[src/rtl/dotq_pkg.sv]
package dotq_pkg;

  localparam int QUEUE_DEPTH = 16;
  localparam int TAG_BITS    = 16;
  localparam int IDX_W       = $clog2(QUEUE_DEPTH);
  localparam int CNT_W       = $clog2(QUEUE_DEPTH + 1);
  localparam int TIME_W      = 48;
  localparam int ID_W        = 16;
  localparam int DELAY_W     = 32;

  localparam logic [DELAY_W-1:0] IDLE_RESET = 32'd30000000;

  typedef logic [TIME_W-1:0]   tstamp_t;
  typedef logic [ID_W-1:0]     id_t;
  typedef logic [TAG_BITS-1:0] tag_t;
  typedef logic [IDX_W-1:0]    idx_t;
  typedef logic [CNT_W-1:0]    cnt_t;
  typedef logic [DELAY_W-1:0]  delay_t;

  typedef enum logic {
    CMD_ADD  = 1'b0,
    CMD_POLL = 1'b1
  } cmd_t;

  typedef enum logic [1:0] {
    ST_ADDED = 2'd0,
    ST_FIRED = 2'd1,
    ST_WAIT  = 2'd2,
    ST_FULL  = 2'd3
  } status_t;

  typedef enum logic [1:0] {
    RK_ADDED = 2'd0,
    RK_FULL  = 2'd1,
    RK_IDLE  = 2'd2,
    RK_POLL  = 2'd3
  } res_kind_t;

  typedef struct packed {
    tstamp_t dl;
    tag_t    tag;
  } entry_t;

  typedef struct packed {
    logic      in_ready;
    logic      ld_item;
    logic      rd_en;
    logic      rd_head;
    logic      wr_en;
    logic      wr_item;
    logic      k_dec;
    logic      cnt_inc;
    logic      res_ld;
    res_kind_t res_kind;
    logic      out_push;
  } ctrl_cmd_t;

  typedef struct packed {
    logic in_valid;
    logic item_poll;
    logic cnt_zero;
    logic full;
    logic k_one;
    logic rd_gt;
    logic out_free;
  } ctrl_sts_t;

  // physical slot of a logical offset from the head, wrapping at the depth
  function automatic idx_t wrap_idx(idx_t head, cnt_t off);
    logic [CNT_W:0] s;
    s = (CNT_W + 1)'(head) + (CNT_W + 1)'(off);
    if (s >= (CNT_W + 1)'(QUEUE_DEPTH)) begin
      s = s - (CNT_W + 1)'(QUEUE_DEPTH);
    end
    return s[IDX_W-1:0];
  endfunction

  function automatic tag_t id_to_tag(id_t id);
    logic [63:0] w;
    w = 64'(id);
    return w[TAG_BITS-1:0];
  endfunction

  function automatic id_t tag_to_id(tag_t tag);
    logic [63:0] w;
    w = 64'(tag);
    return w[ID_W-1:0];
  endfunction

endpackage

[src/rtl/dotq_if.sv]
interface dotq_in_if;
  logic              valid;
  logic              ready;
  dotq_pkg::cmd_t    cmd;
  dotq_pkg::tstamp_t deadline;
  dotq_pkg::id_t     event_id;
  dotq_pkg::tstamp_t now_time;

  modport source (output valid, cmd, deadline, event_id, now_time, input ready);
  modport sink   (input valid, cmd, deadline, event_id, now_time, output ready);
endinterface

interface dotq_out_if;
  logic              valid;
  logic              ready;
  dotq_pkg::status_t status;
  dotq_pkg::id_t     fired_id;
  dotq_pkg::tstamp_t fired_time;
  dotq_pkg::tstamp_t wait_delay;

  modport source (output valid, status, fired_id, fired_time, wait_delay, input ready);
  modport sink   (input valid, status, fired_id, fired_time, wait_delay, output ready);
endinterface

interface dotq_cfg_if;
  logic             valid;
  logic             ready;
  dotq_pkg::delay_t data;

  modport source (output valid, data, input ready);
  modport sink   (input valid, data, output ready);
endinterface

[src/rtl/dotq_ctrl.sv]
module dotq_ctrl (
  input  logic                clk,
  input  logic                rst_n,
  input  dotq_pkg::ctrl_sts_t sts_i,
  output dotq_pkg::ctrl_cmd_t cmd_o
);

  typedef enum logic [5:0] {
    S_IDLE      = 6'b000001,
    S_DISP      = 6'b000010,
    S_ADD_EVAL  = 6'b000100,
    S_ADD_PUT   = 6'b001000,
    S_POLL_EVAL = 6'b010000,
    S_DONE      = 6'b100000
  } state_t;

  state_t state_r, state_nxt;

  always_ff @(posedge clk) begin
    if (!rst_n) begin
      state_r <= S_IDLE;
    end else begin
      state_r <= state_nxt;
    end
  end

  always_comb begin
    state_nxt = state_r;
    cmd_o     = '0;
    cmd_o.res_kind = dotq_pkg::RK_ADDED;
    unique case (state_r)
      S_IDLE: begin
        cmd_o.in_ready = 1'b1;
        if (sts_i.in_valid) begin
          cmd_o.ld_item = 1'b1;
          state_nxt     = S_DISP;
        end
      end
      S_DISP: begin
        if (sts_i.item_poll) begin
          if (sts_i.cnt_zero) begin
            cmd_o.res_ld   = 1'b1;
            cmd_o.res_kind = dotq_pkg::RK_IDLE;
            state_nxt      = S_DONE;
          end else begin
            cmd_o.rd_en   = 1'b1;
            cmd_o.rd_head = 1'b1;
            state_nxt     = S_POLL_EVAL;
          end
        end else if (sts_i.full) begin
          cmd_o.res_ld   = 1'b1;
          cmd_o.res_kind = dotq_pkg::RK_FULL;
          state_nxt      = S_DONE;
        end else if (sts_i.cnt_zero) begin
          cmd_o.wr_en    = 1'b1;
          cmd_o.wr_item  = 1'b1;
          cmd_o.cnt_inc  = 1'b1;
          cmd_o.res_ld   = 1'b1;
          cmd_o.res_kind = dotq_pkg::RK_ADDED;
          state_nxt      = S_DONE;
        end else begin
          cmd_o.rd_en = 1'b1;
          state_nxt   = S_ADD_EVAL;
        end
      end
      S_ADD_EVAL: begin
        // walk from the tail, moving later deadlines up one slot
        if (sts_i.rd_gt) begin
          cmd_o.wr_en = 1'b1;
          cmd_o.k_dec = 1'b1;
          if (sts_i.k_one) begin
            state_nxt = S_ADD_PUT;
          end else begin
            cmd_o.rd_en = 1'b1;
          end
        end else begin
          cmd_o.wr_en    = 1'b1;
          cmd_o.wr_item  = 1'b1;
          cmd_o.cnt_inc  = 1'b1;
          cmd_o.res_ld   = 1'b1;
          cmd_o.res_kind = dotq_pkg::RK_ADDED;
          state_nxt      = S_DONE;
        end
      end
      S_ADD_PUT: begin
        cmd_o.wr_en    = 1'b1;
        cmd_o.wr_item  = 1'b1;
        cmd_o.cnt_inc  = 1'b1;
        cmd_o.res_ld   = 1'b1;
        cmd_o.res_kind = dotq_pkg::RK_ADDED;
        state_nxt      = S_DONE;
      end
      S_POLL_EVAL: begin
        cmd_o.res_ld   = 1'b1;
        cmd_o.res_kind = dotq_pkg::RK_POLL;
        state_nxt      = S_DONE;
      end
      S_DONE: begin
        if (sts_i.out_free) begin
          cmd_o.out_push = 1'b1;
          state_nxt      = S_IDLE;
        end
      end
      default: begin
        state_nxt = S_IDLE;
      end
    endcase
  end

endmodule

[src/rtl/dotq_dp.sv]
module dotq_dp (
  input  logic                clk,
  input  logic                rst_n,
  input  dotq_pkg::ctrl_cmd_t cmd_i,
  output dotq_pkg::ctrl_sts_t sts_o,
  dotq_in_if.sink             in_chan,
  dotq_out_if.source          out_chan,
  dotq_cfg_if.sink            cfg_chan
);

  dotq_pkg::entry_t  mem [dotq_pkg::QUEUE_DEPTH];
  dotq_pkg::entry_t  rd_r;

  dotq_pkg::cmd_t    item_cmd_r;
  dotq_pkg::tstamp_t item_dl_r;
  dotq_pkg::tag_t    item_tag_r;
  dotq_pkg::tstamp_t item_now_r;

  dotq_pkg::cnt_t    cnt_r, cnt_nxt;
  dotq_pkg::idx_t    head_r, head_nxt;
  dotq_pkg::cnt_t    k_r, k_nxt;
  dotq_pkg::delay_t  idle_r;

  dotq_pkg::status_t res_status_r, res_status_nxt;
  dotq_pkg::id_t     res_id_r, res_id_nxt;
  dotq_pkg::tstamp_t res_ftime_r, res_ftime_nxt;
  dotq_pkg::tstamp_t res_delay_r, res_delay_nxt;

  logic              out_valid_r;
  dotq_pkg::status_t out_status_r;
  dotq_pkg::id_t     out_id_r;
  dotq_pkg::tstamp_t out_ftime_r;
  dotq_pkg::tstamp_t out_delay_r;

  dotq_pkg::cnt_t    rd_off;
  dotq_pkg::idx_t    rd_addr;
  dotq_pkg::idx_t    wr_addr;
  dotq_pkg::entry_t  wr_data;
  logic              fire;
  logic              pop;

  assign in_chan.ready  = cmd_i.in_ready;
  assign cfg_chan.ready = 1'b1;

  assign out_chan.valid      = out_valid_r;
  assign out_chan.status     = out_status_r;
  assign out_chan.fired_id   = out_id_r;
  assign out_chan.fired_time = out_ftime_r;
  assign out_chan.wait_delay = out_delay_r;

  always_comb begin
    if (cmd_i.ld_item) begin
      k_nxt = cnt_r;
    end else if (cmd_i.k_dec) begin
      k_nxt = k_r - dotq_pkg::CNT_W'(1);
    end else begin
      k_nxt = k_r;
    end
  end

  assign rd_off  = cmd_i.rd_head ? '0 : k_nxt - dotq_pkg::CNT_W'(1);
  assign rd_addr = dotq_pkg::wrap_idx(head_r, rd_off);
  assign wr_addr = dotq_pkg::wrap_idx(head_r, k_r);
  assign wr_data = cmd_i.wr_item ? dotq_pkg::entry_t'({item_dl_r, item_tag_r}) : rd_r;

  // zero deadline fires at any time
  assign fire = (rd_r.dl == '0) || (rd_r.dl <= item_now_r);
  assign pop  = cmd_i.res_ld && (cmd_i.res_kind == dotq_pkg::RK_POLL) && fire;

  always_comb begin
    cnt_nxt  = cnt_r;
    head_nxt = head_r;
    if (cmd_i.cnt_inc) begin
      cnt_nxt = cnt_r + dotq_pkg::CNT_W'(1);
    end else if (pop) begin
      cnt_nxt  = cnt_r - dotq_pkg::CNT_W'(1);
      head_nxt = dotq_pkg::wrap_idx(head_r, dotq_pkg::CNT_W'(1));
    end
  end

  always_comb begin
    res_status_nxt = dotq_pkg::ST_ADDED;
    res_id_nxt     = '0;
    res_ftime_nxt  = '0;
    res_delay_nxt  = '0;
    unique case (cmd_i.res_kind)
      dotq_pkg::RK_ADDED: begin
        res_status_nxt = dotq_pkg::ST_ADDED;
      end
      dotq_pkg::RK_FULL: begin
        res_status_nxt = dotq_pkg::ST_FULL;
      end
      dotq_pkg::RK_IDLE: begin
        res_status_nxt = dotq_pkg::ST_WAIT;
        res_delay_nxt  = dotq_pkg::TIME_W'(idle_r);
      end
      dotq_pkg::RK_POLL: begin
        if (fire) begin
          res_status_nxt = dotq_pkg::ST_FIRED;
          res_id_nxt     = dotq_pkg::tag_to_id(rd_r.tag);
          res_ftime_nxt  = (rd_r.dl == '0) ? '0 : item_now_r;
        end else begin
          res_status_nxt = dotq_pkg::ST_WAIT;
          res_delay_nxt  = rd_r.dl - item_now_r;
        end
      end
      default: begin
        res_status_nxt = dotq_pkg::ST_ADDED;
      end
    endcase
  end

  always_ff @(posedge clk) begin
    if (cmd_i.wr_en) begin
      mem[wr_addr] <= wr_data;
    end
    if (cmd_i.rd_en) begin
      rd_r <= mem[rd_addr];
    end
  end

  always_ff @(posedge clk) begin
    if (!rst_n) begin
      cnt_r       <= '0;
      head_r      <= '0;
      k_r         <= '0;
      idle_r      <= dotq_pkg::IDLE_RESET;
      out_valid_r <= 1'b0;
    end else begin
      cnt_r  <= cnt_nxt;
      head_r <= head_nxt;
      k_r    <= k_nxt;
      if (cfg_chan.valid) begin
        idle_r <= cfg_chan.data;
      end
      if (cmd_i.out_push) begin
        out_valid_r <= 1'b1;
      end else if (out_chan.ready) begin
        out_valid_r <= 1'b0;
      end
    end
  end

  always_ff @(posedge clk) begin
    if (cmd_i.ld_item) begin
      item_cmd_r <= in_chan.cmd;
      item_dl_r  <= in_chan.deadline;
      item_tag_r <= dotq_pkg::id_to_tag(in_chan.event_id);
      item_now_r <= in_chan.now_time;
    end
    if (cmd_i.res_ld) begin
      res_status_r <= res_status_nxt;
      res_id_r     <= res_id_nxt;
      res_ftime_r  <= res_ftime_nxt;
      res_delay_r  <= res_delay_nxt;
    end
    if (cmd_i.out_push) begin
      out_status_r <= res_status_r;
      out_id_r     <= res_id_r;
      out_ftime_r  <= res_ftime_r;
      out_delay_r  <= res_delay_r;
    end
  end

  assign sts_o.in_valid  = in_chan.valid;
  assign sts_o.item_poll = (item_cmd_r == dotq_pkg::CMD_POLL);
  assign sts_o.cnt_zero  = (cnt_r == '0);
  assign sts_o.full      = (cnt_r == dotq_pkg::CNT_W'(dotq_pkg::QUEUE_DEPTH));
  assign sts_o.k_one     = (k_r == dotq_pkg::CNT_W'(1));
  assign sts_o.rd_gt     = (rd_r.dl > item_dl_r);
  assign sts_o.out_free  = !out_valid_r || out_chan.ready;

endmodule

[src/rtl/deadline_ordered_timer_queue.sv]
// deadline-ordered timer queue, up to 16 entries kept sorted by deadline
// in_chan: one transaction per request; cmd add stores deadline/event_id
//   behind every entry with an equal or earlier deadline, cmd poll checks
//   the head against now_time and fires it or reports the time left
// out_chan: exactly one result transaction per request, in request order
// cfg_chan: writes idle_delay (reported by a poll of an empty queue);
//   always ready, write only while no request is in flight
// an add walks from the tail toward the head over the entry memory, moving
//   each stored entry with a later deadline up one slot; an add into an
//   empty or a full queue skips the walk, and a poll of an empty queue
//   skips the read of the head entry
// one request is worked on at a time; in_chan.ready is high only while
//   the controller idles, which it reenters once its result moves into
//   the output register; the next request is accepted while the previous
//   result still sits in the output register
// reset empties the queue and restores idle_delay to 30 s; the entry
//   memory itself is not cleared
// a stalled out_chan holds its result; a following request is then
//   processed and waits until the output register frees up
module deadline_ordered_timer_queue (
  input logic        clk,
  input logic        rst_n,
  dotq_in_if.sink    in_chan,
  dotq_out_if.source out_chan,
  dotq_cfg_if.sink   cfg_chan
);

  dotq_pkg::ctrl_cmd_t ctrl_cmd;
  dotq_pkg::ctrl_sts_t ctrl_sts;

  dotq_ctrl u_ctrl (
    .clk   (clk),
    .rst_n (rst_n),
    .sts_i (ctrl_sts),
    .cmd_o (ctrl_cmd)
  );

  dotq_dp u_dp (
    .clk      (clk),
    .rst_n    (rst_n),
    .cmd_i    (ctrl_cmd),
    .sts_o    (ctrl_sts),
    .in_chan  (in_chan),
    .out_chan (out_chan),
    .cfg_chan (cfg_chan)
  );

endmodule

[src/flat_wrapper.sv]
// flat-port wrapper written by rule: the top's interface ports become plain ports
module deadline_ordered_timer_queue_flat 
  (clk, rst_n, in_chan_valid, in_chan_cmd, in_chan_deadline, in_chan_event_id, in_chan_now_time, in_chan_ready, out_chan_valid, out_chan_status, out_chan_fired_id, out_chan_fired_time, out_chan_wait_delay, out_chan_ready, cfg_chan_valid, cfg_chan_data, cfg_chan_ready);
  dotq_in_if in_chan_i ();
  dotq_out_if out_chan_i ();
  dotq_cfg_if cfg_chan_i ();
  input logic clk;
  input logic rst_n;
  input wire logic [$bits(in_chan_i.valid)-1:0] in_chan_valid;
  input wire logic [$bits(in_chan_i.cmd)-1:0] in_chan_cmd;
  input wire logic [$bits(in_chan_i.deadline)-1:0] in_chan_deadline;
  input wire logic [$bits(in_chan_i.event_id)-1:0] in_chan_event_id;
  input wire logic [$bits(in_chan_i.now_time)-1:0] in_chan_now_time;
  output wire logic [$bits(in_chan_i.ready)-1:0] in_chan_ready;
  output wire logic [$bits(out_chan_i.valid)-1:0] out_chan_valid;
  output wire logic [$bits(out_chan_i.status)-1:0] out_chan_status;
  output wire logic [$bits(out_chan_i.fired_id)-1:0] out_chan_fired_id;
  output wire logic [$bits(out_chan_i.fired_time)-1:0] out_chan_fired_time;
  output wire logic [$bits(out_chan_i.wait_delay)-1:0] out_chan_wait_delay;
  input wire logic [$bits(out_chan_i.ready)-1:0] out_chan_ready;
  input wire logic [$bits(cfg_chan_i.valid)-1:0] cfg_chan_valid;
  input wire logic [$bits(cfg_chan_i.data)-1:0] cfg_chan_data;
  output wire logic [$bits(cfg_chan_i.ready)-1:0] cfg_chan_ready;
  assign in_chan_i.valid = in_chan_valid;
  assign in_chan_i.cmd = in_chan_cmd;
  assign in_chan_i.deadline = in_chan_deadline;
  assign in_chan_i.event_id = in_chan_event_id;
  assign in_chan_i.now_time = in_chan_now_time;
  assign in_chan_ready = in_chan_i.ready;
  assign out_chan_valid = out_chan_i.valid;
  assign out_chan_status = out_chan_i.status;
  assign out_chan_fired_id = out_chan_i.fired_id;
  assign out_chan_fired_time = out_chan_i.fired_time;
  assign out_chan_wait_delay = out_chan_i.wait_delay;
  assign out_chan_i.ready = out_chan_ready;
  assign cfg_chan_i.valid = cfg_chan_valid;
  assign cfg_chan_i.data = cfg_chan_data;
  assign cfg_chan_ready = cfg_chan_i.ready;
  deadline_ordered_timer_queue u_core (.clk(clk), .rst_n(rst_n), .in_chan(in_chan_i), .out_chan(out_chan_i), .cfg_chan(cfg_chan_i));
endmodule
[config.mk]
export PLATFORM = sky130hd
export DESIGN_NAME = deadline_ordered_timer_queue_flat
export DESIGN_NICKNAME = d
export VERILOG_FILES = /design/src/rtl/dotq_pkg.sv /design/src/rtl/dotq_if.sv /design/src/rtl/dotq_ctrl.sv /design/src/rtl/dotq_dp.sv /design/src/rtl/deadline_ordered_timer_queue.sv /design/src/flat_wrapper.sv
export SDC_FILE = /design/constraint.sdc
export NUM_CORES = 2
export LEC_CHECK = 0
export ABC_AREA = 0
export BUFFER_PORTS_ARGS = -buffer_cell sky130_fd_sc_hd__clkbuf_2
export CAP_MARGIN = 20
export CELL_PAD_IN_SITES_DETAIL_PLACEMENT = 1
export CELL_PAD_IN_SITES_GLOBAL_PLACEMENT = 2
export CORE_UTILIZATION = 43
export DETAILED_ROUTE_END_ITERATION = 16
export PLACE_DENSITY_LB_ADDON = 0.12
export SLEW_MARGIN = 20
export SYNTH_ARGS = -nofsm -noshare
export SYNTH_HDL_FRONTEND = slang
export SYNTH_SLANG_ARGS = --single-unit
[constraint.sdc]
create_clock -name clk -period 6.92 [get_ports clk]
set_clock_uncertainty 0.1 [all_clocks]
set_input_delay 0.346 -clock clk [delete_from_list [all_inputs] [get_ports clk]]
set_output_delay 0.346 -clock clk [all_outputs]
set_load 0.03 [all_outputs]
# == After elaboration in Yosys (flattened, before gate mapping) ==
# Memory sizes are Yosys's and may differ from the RTL's. A register that Yosys moved wholly into a read port is not among the register bits.
# Index checks and enable logic that the tools add are counted.
# word_totals
ff_bits,394
latchBits,0
ram_bits,1024
rom_bits,0
in_bits,150
word_cells,122
memories,1
# memory_table
name,words,word_bits,read_ports,rd_clocked_by_memory_dff,wr,line,rtl
u_core.u_dp.mem,16,64,1,1,1,dotq_dp.sv:11,dotq_pkg::entry_t mem [dotq_pkg::QUEUE_DEPTH];
# classes
add_sub_neg,11
mul,0
div_mod_pow,0
n_lt_le_gt_ge,5
n_eq_ne,14
shifts,0
n_mux,55
n_bitwise,3
reduce_logical,15
# ops
op,n
48-bit one-hot mux with 2 select lines,1
64-bit two-way mux,1
48-bit greater-than comparator,1
48-bit less-or-equal comparator,1
48-bit zero test,1
48-bit two-way mux,1
6-bit two-way mux,8
48-bit subtractor,1
6-bit one-hot mux with 5 select lines,1
5-bit two-way mux,5
4-bit two-way mux,5
1-bit two-way mux,19
5-bit by 1-bit subtractor with 5-bit output (second input constant),3
4-bit by 5-bit adder with 6-bit output,2
6-bit by 5-bit greater-or-equal comparator with 1-bit output (second input constant),2
2-bit two-way mux,6
3-bit one-hot mux with 4 select lines,1
4-bit by 1-bit subtractor with 4-bit output (second input constant),3
3-bit two-way mux,3
2-bit one-hot mux with 4 select lines,1
6-bit by 1-bit == test with 1-bit output (second input constant),1
6-bit by 2-bit == test with 1-bit output (second input constant),1
6-bit by 3-bit == test with 1-bit output (second input constant),1
6-bit by 4-bit == test with 1-bit output (second input constant),1
other kinds (26),33

# == Logic depth before layout (Yosys ltp) ==
# depth
depth_word,10
depth_mapped,24
mapped_depth_nobuf,22

# == By module ==
# A second synthesis with hierarchy kept.
# unflattened
hier_cells,3039
hier_area_um2,59273.1
# modules_own_cells
module,instances,cells_per_inst,area_each_um2
dotq_dp,1,2973,58776.4
dotq_ctrl,1,66,496.7

# == Worst setup path after synthesis ==
# No wires, ideal clock.
# synth_timing
path_kind,register -> register
start,register u_core.u_ctrl.state_r[2]
end,register u_core.u_dp.rd_r[0] (netlist name)
arrival_time_ns,7.283
required_time_ns,6.536
setup_slack_ns,-0.748
path_stages_with_launch,20
path_buffers,2
synth_period_minus_slack_ns,7.668
path_cell_list,dfxtp_1 -> or4_1 -> nor3_1 -> nand2_1 -> inv_1 -> o21ai_0 -> inv_1 -> ha_1 -> nor2_1 -> ha_1 -> a21o_1 -> a21oi_1 -> xnor2_1 -> a2111oi_0 -> a41o_1 -> nor4_2 -> buf_6 -> buf_12 -> mux2i_1 -> mux2i_1
# synth_rtl
item,line,rtl
from (decl),dotq_ctrl.sv:17,"state_t state_r, state_nxt;"
from (signal assigned),dotq_ctrl.sv:23,state_r <= state_nxt;

# == Worst setup path after layout ==
# layout_timing
start,register u_core.u_dp.rd_r[47] (netlist name)
end,register u_core.u_dp.rd_r[10] (netlist name)
# layout_between
elab_chain_len,10
word_cells_on_any_way,13
# layout_rtl
item,line,rtl
48-bit greater-than comparator *,dotq_dp.sv:170,assign sts_o.rd_gt = (rd_r.dl > item_dl_r);
1-bit two-way mux,dotq_ctrl.sv:68,if (sts_i.rd_gt) begin
1-bit two-way mux,dotq_ctrl.sv:31,unique case (state_r)
5-bit two-way mux,dotq_dp.sv:54,end else if (cmd_i.k_dec) begin
5-bit two-way mux,dotq_dp.sv:52,if (cmd_i.ld_item) begin
5-bit by 1-bit subtractor with 5-bit output,dotq_dp.sv:61,assign rd_off = cmd_i.rd_head ? '0 : k_nxt - dotq_pkg::CNT_W'(1);
5-bit two-way mux,dotq_dp.sv:61,
4-bit by 5-bit adder with 6-bit output,dotq_pkg.sv:71,s = (CNT_W + 1)'(head) + (CNT_W + 1)'(off);
6-bit by 5-bit greater-or-equal comparator with 1-bit output or 4-bit by 1-bit subtractor with 4-bit output (tied branches),"dotq_pkg.sv:72, dotq_pkg.sv:73",
4-bit two-way mux,dotq_pkg.sv:72,if (s >= (CNT_W + 1)'(QUEUE_DEPTH)) begin
# Mark *: on every way between the ends. The rest lies on a longest branch, timed or not.
# A chain may end at the register's enable or synchronous reset.

==> impl_results.md <==
- I/O pin total: roughly 270
- Hold path cells: 2
- RSZ-0062 raised after global routing: no
- CTS buffer count: approximately 160
- XOR/XNOR Fraction of Synth Area: 0.869%
- Worst-Margin Slew: ~1.1 ns
- Die Width: ~370 µm
- Vias per cell: 5.53
- Power Dens Cells: 281 nW/µm²
- Yosys warnings: 0
- Fraction of registers with async set or reset after synthesis: 0%
- Switch Pwr: about 4400 µW
- H-tree depth: 4
- LEAKAGE: ~0.026 µW
- Post-synth EDFFs: 1429
- Largest net degree at the start of global routing: 99
- Largest family of logic cells by synthesized area: multiplexers
- Syn Nets: ~3500
- Area Overhead vs Synth: 19.2%
- Initial antenna violation count: 2
- Row count: 136
- First-pass GRT wire length: 232000 µm
- Placer Congestion: ~0.8
- CP endpoint kind: flip-flop
- Max cap viols: 0
- Detailed Route WL: ~160000 µm
- Detailed Route Iter0 Violations: between 2000 and 2500
- Layout fillers: approximately 13000
- Worst setup margin: 0.125 ns
- Worst relative slew slack: ~29%
- Hpwl dp: 95200 µm
- Final #Nets: 4072
- Worst-path maximum fanout: 27
- Syn_area_per_cell: about 19 µm²
- Gate power share: under 10%
- Antenna-violating nets left: 0
- Switching Share: between 20% and 30%
- Worst Reg-to-Reg Cells: 23
- IO buf count: around 270
- WL/cell: 27.8 µm
- Clk sinks: 1482
- Share of total power in the clock network: about two fifths
- Prevailing post-synth register cell: edfxtp_1
- Die height: 374 µm
- Minimum clock period: between 6 and 7 ns
- Setup bufs post-CTS: 0
- FF-to-FF setup slack: 0.13 ns
- Status: completed
- Setup CP Type: reg -> reg
- Area share of fa/ha/maj cells after synthesis: approximately 2.4%
- Vias in the first global route: about 34000
- Tightest Hold Check Type: in -> reg
- Commonest cells after routing, fill and taps aside: 1429 x edfxtp_1, 264 x clkbuf_2, 256 x mux4_2
- Final Hold Fails: 0
- Initial DRT Pass Iterations: 5
- Initial Util: 43.3%
- Simple-Gate Fraction of Synth Area: approximately 4%
- Share of layout cells above drive strength 1: between 20% and 30%
- Worst-skew pair later-pin latency: approximately 0.8 ns
- Clock Path Buffers: 3
- Root buffer cell: clkbuf_16
- Critical path required time: between 7 and 8 ns
- Pre-CTS setup slack: approximately 0.045 ns
- Critical path data arrival time: 7.22 ns
- Die Area: ~140000 µm²
- Launching element type of the critical path: flip-flop
- Tcrit/Tclk final: 98.2%
- Reg2reg end: u_core.u_dp.rd_r[10]
- Synth unique cells: 68
- Vias post-DR: about 32000
- Crit Reg-Reg Startpoint: u_core.u_dp.rd_r[47]
- Drc violations: 0
- Total track usage: about 23%
- WHS Endpoint: u_core.u_dp.item_tag_r[0]
- Clock slew at reported path FFs: about 0.06 ns
- Setup-failing EPs final: 0
- Core Box Area: about 140000 µm²
- Min-delay src: in_chan_event_id[0]
- Seq pwr share: between 40% and 50%
- Setup TNS: 0 ns
- Sequential area share after synthesis: about 74%
- Post-synthesis mux area share: roughly 14%
- Yosys reg bits: around 1500
- CTS tree: built
- Internal Power: ~15000 µW
- Gr ovfl total: 0
- Peak supply drop: slightly above 200 µV
- Cells after Synth: ~3200
- Fmax: roughly 150 MHz
- Synth Area in Compound Gates: approximately 3.2%
- Max-slew violation count: 0
- Commonest non-fill, non-tap cell in the layout: edfxtp_1
- Mapped Area: about 59000 µm²
## area by class of cell
cell class                 instances  area (µm²)  share of cell area (%)
sequential                      1482       44000                    62.0
multi-input combinational       1460       14600                    20.6
timing repair buffer             582        4540                    6.40
clock buffer                     195        4190                    5.90
tap                             1794        2240                    3.17
clock inverter                    88         902                    1.27
inverter                         124         473                   0.667
antenna                            1        2.50                 0.00353
## power by group through the flow
stage | Combinational, µW | Sequential, µW | Clock [µW]
2_1_floorplan | 1060 | 10100 | 0
3_3_place_gp | 1500 | 10100 | 0
3_5_place_dp | 1560 | 10100 | 0
4_1_cts | 1640 | 9950 | 8540
5_1_grt | 1740 | 9950 | 8850
6_report | 1610 | 9950 | 8360
## through the flow
step           cell area, µm²  hold slack, ns  total power [µW]  instances  util (%)
5_1_grt                 70900           0.142             20500       5725      51.6
2_1_floorplan           59500           0.300             11200       3195         -
3_5_place_dp            64200           0.306             11700       5284      46.8
6_report                70900           0.178             19900       5726      51.6
4_1_cts                 70900           0.113             20100       5725      51.6
3_3_place_gp            64200           0.303             11600       5283      46.8
## metal layers
| layer | vias up | routed length [µm] | GRT usage, % |
|---|---|---|---|
| met5 | - | 13 | 0 |
| met2 | 797 | 77800 | 38.0 |
| met3 | 215 | 6470 | 3.11 |
| met4 | 2 | 3660 | 6.41 |
| li1 | 13900 | - | - |
| met1 | 16800 | 71000 | 31.5 |
## worst max path at each step
stage / start / endpoint / slack [ns] / cells past startpoint
final: u_core.u_dp.rd_r[47] / u_core.u_dp.rd_r[10] / 0.13 / 23
after global routing: u_core.u_dp.rd_r[47] / u_core.u_dp.rd_r[10] / 0.02 / 25
after CTS: u_core.u_dp.rd_r[47] / u_core.u_dp.rd_r[10] / 0.02 / 23
after detailed placement: u_core.u_dp.rd_r[47] / u_core.u_dp.rd_r[10] / 0.04 / 23
after global placement: u_core.u_dp.rd_r[47] / u_core.u_dp.rd_r[8] / 0.19 / 24
after floorplan: u_core.u_ctrl.state_r[0] / u_core.u_dp.out_chan.fired_id[0] / 0.38 / 3
## flip-flops by register name (all words and copies together), names as in the netlist, named ones only
name / flops
u_core.u_dp.out_chan.wait_delay: 48
u_core.u_ctrl.state_r: 6
u_core.u_dp.item_cmd_r: 1
u_core.u_dp.head_r: 4
u_core.u_dp.out_chan.fired_id: 16
u_core.u_dp.item_dl_r: 48
u_core.u_dp.res_id_r: 16
u_core.u_dp.idle_r: 32
u_core.u_dp.item_now_r: 48
u_core.u_dp.rd_r: 64
u_core.u_dp.mem: 1024
u_core.u_dp.item_tag_r: 16
u_core.u_dp.res_delay_r: 48
u_core.u_dp.k_r: 4
u_core.u_dp.res_status_r: 2
u_core.u_dp.res_ftime_r: 48
u_core.u_dp.out_chan.fired_time: 48
u_core.u_dp.out_chan.status: 2
u_core.u_dp.out_chan.valid: 1
u_core.u_dp.cnt_r: 5
## worst max-delay path: stages, from the launching register on
cell and delay [ns]:
edfxtp_1 0.61, ha_1 0.42, nand4_1 0.24, nor4_1 0.35, buf_4 0.20, nand3_1 0.19, mux2i_2 0.40, buf_4 0.21
nor3_2 0.06, mux2_4 0.35, a21o_4 0.22, ha_1 0.27, nor2_1 0.24, ha_1 0.28, a21o_1 0.16, a21oi_1 0.17
xnor2_1 0.28, a2111oi_0 0.17, a41o_1 0.27, nor4_4 0.34, buf_12 0.24, buf_12 0.26, mux2i_1 0.30, mux2i_1 0.12
## kinds of logic after synthesis
| kind of cell | after synthesis |
|---|---|
| adders and majority gates | 113 |
| AOI/OAI and AO/OA | 298 |
| and+or+nand+nor | 502 |
| muxes | 487 |
| other | 1 |
| xor gates and xnor gates | 59 |
| DFF | 1482 |
| buffers and inverters | 253 |
## cells in the mapped netlist, drive strengths merged, types with 6 or more instances
library cell	n	share of area (%)
nand2b	10	0.11
a31oi	7	0.074
nor4	18	0.20
nor2b	16	0.17
buf	20	0.44
nor3	13	0.12
nor2	128	0.81
inv	124	0.78
o211ai	8	0.10
nand2	163	1.0
nand3	12	0.10
and2	80	0.84
dfxtp	53	1.8
o21ai	90	0.76
nand4	25	0.26
o21bai	8	0.10
a21o	36	0.47
a21oi	72	0.62
o21a	6	0.076
a22oi	28	0.35
mux4	256	9.7
xor2	21	0.31
edfxtp	1429	72
mux2i	230	3.9
a211oi	10	0.13
xnor2	38	0.56
clkbuf	109	0.69
ha	109	2.3
and3	8	0.084
or3	8	0.086
## repair_timing
item,in CTS,in global routing
hold buffers,158,0
setup endpoints to repair,0,30
gates resized for setup,0,1
endpoints found under the hold margin,150,0
Note: power is estimated with default switching activity, not from simulation.
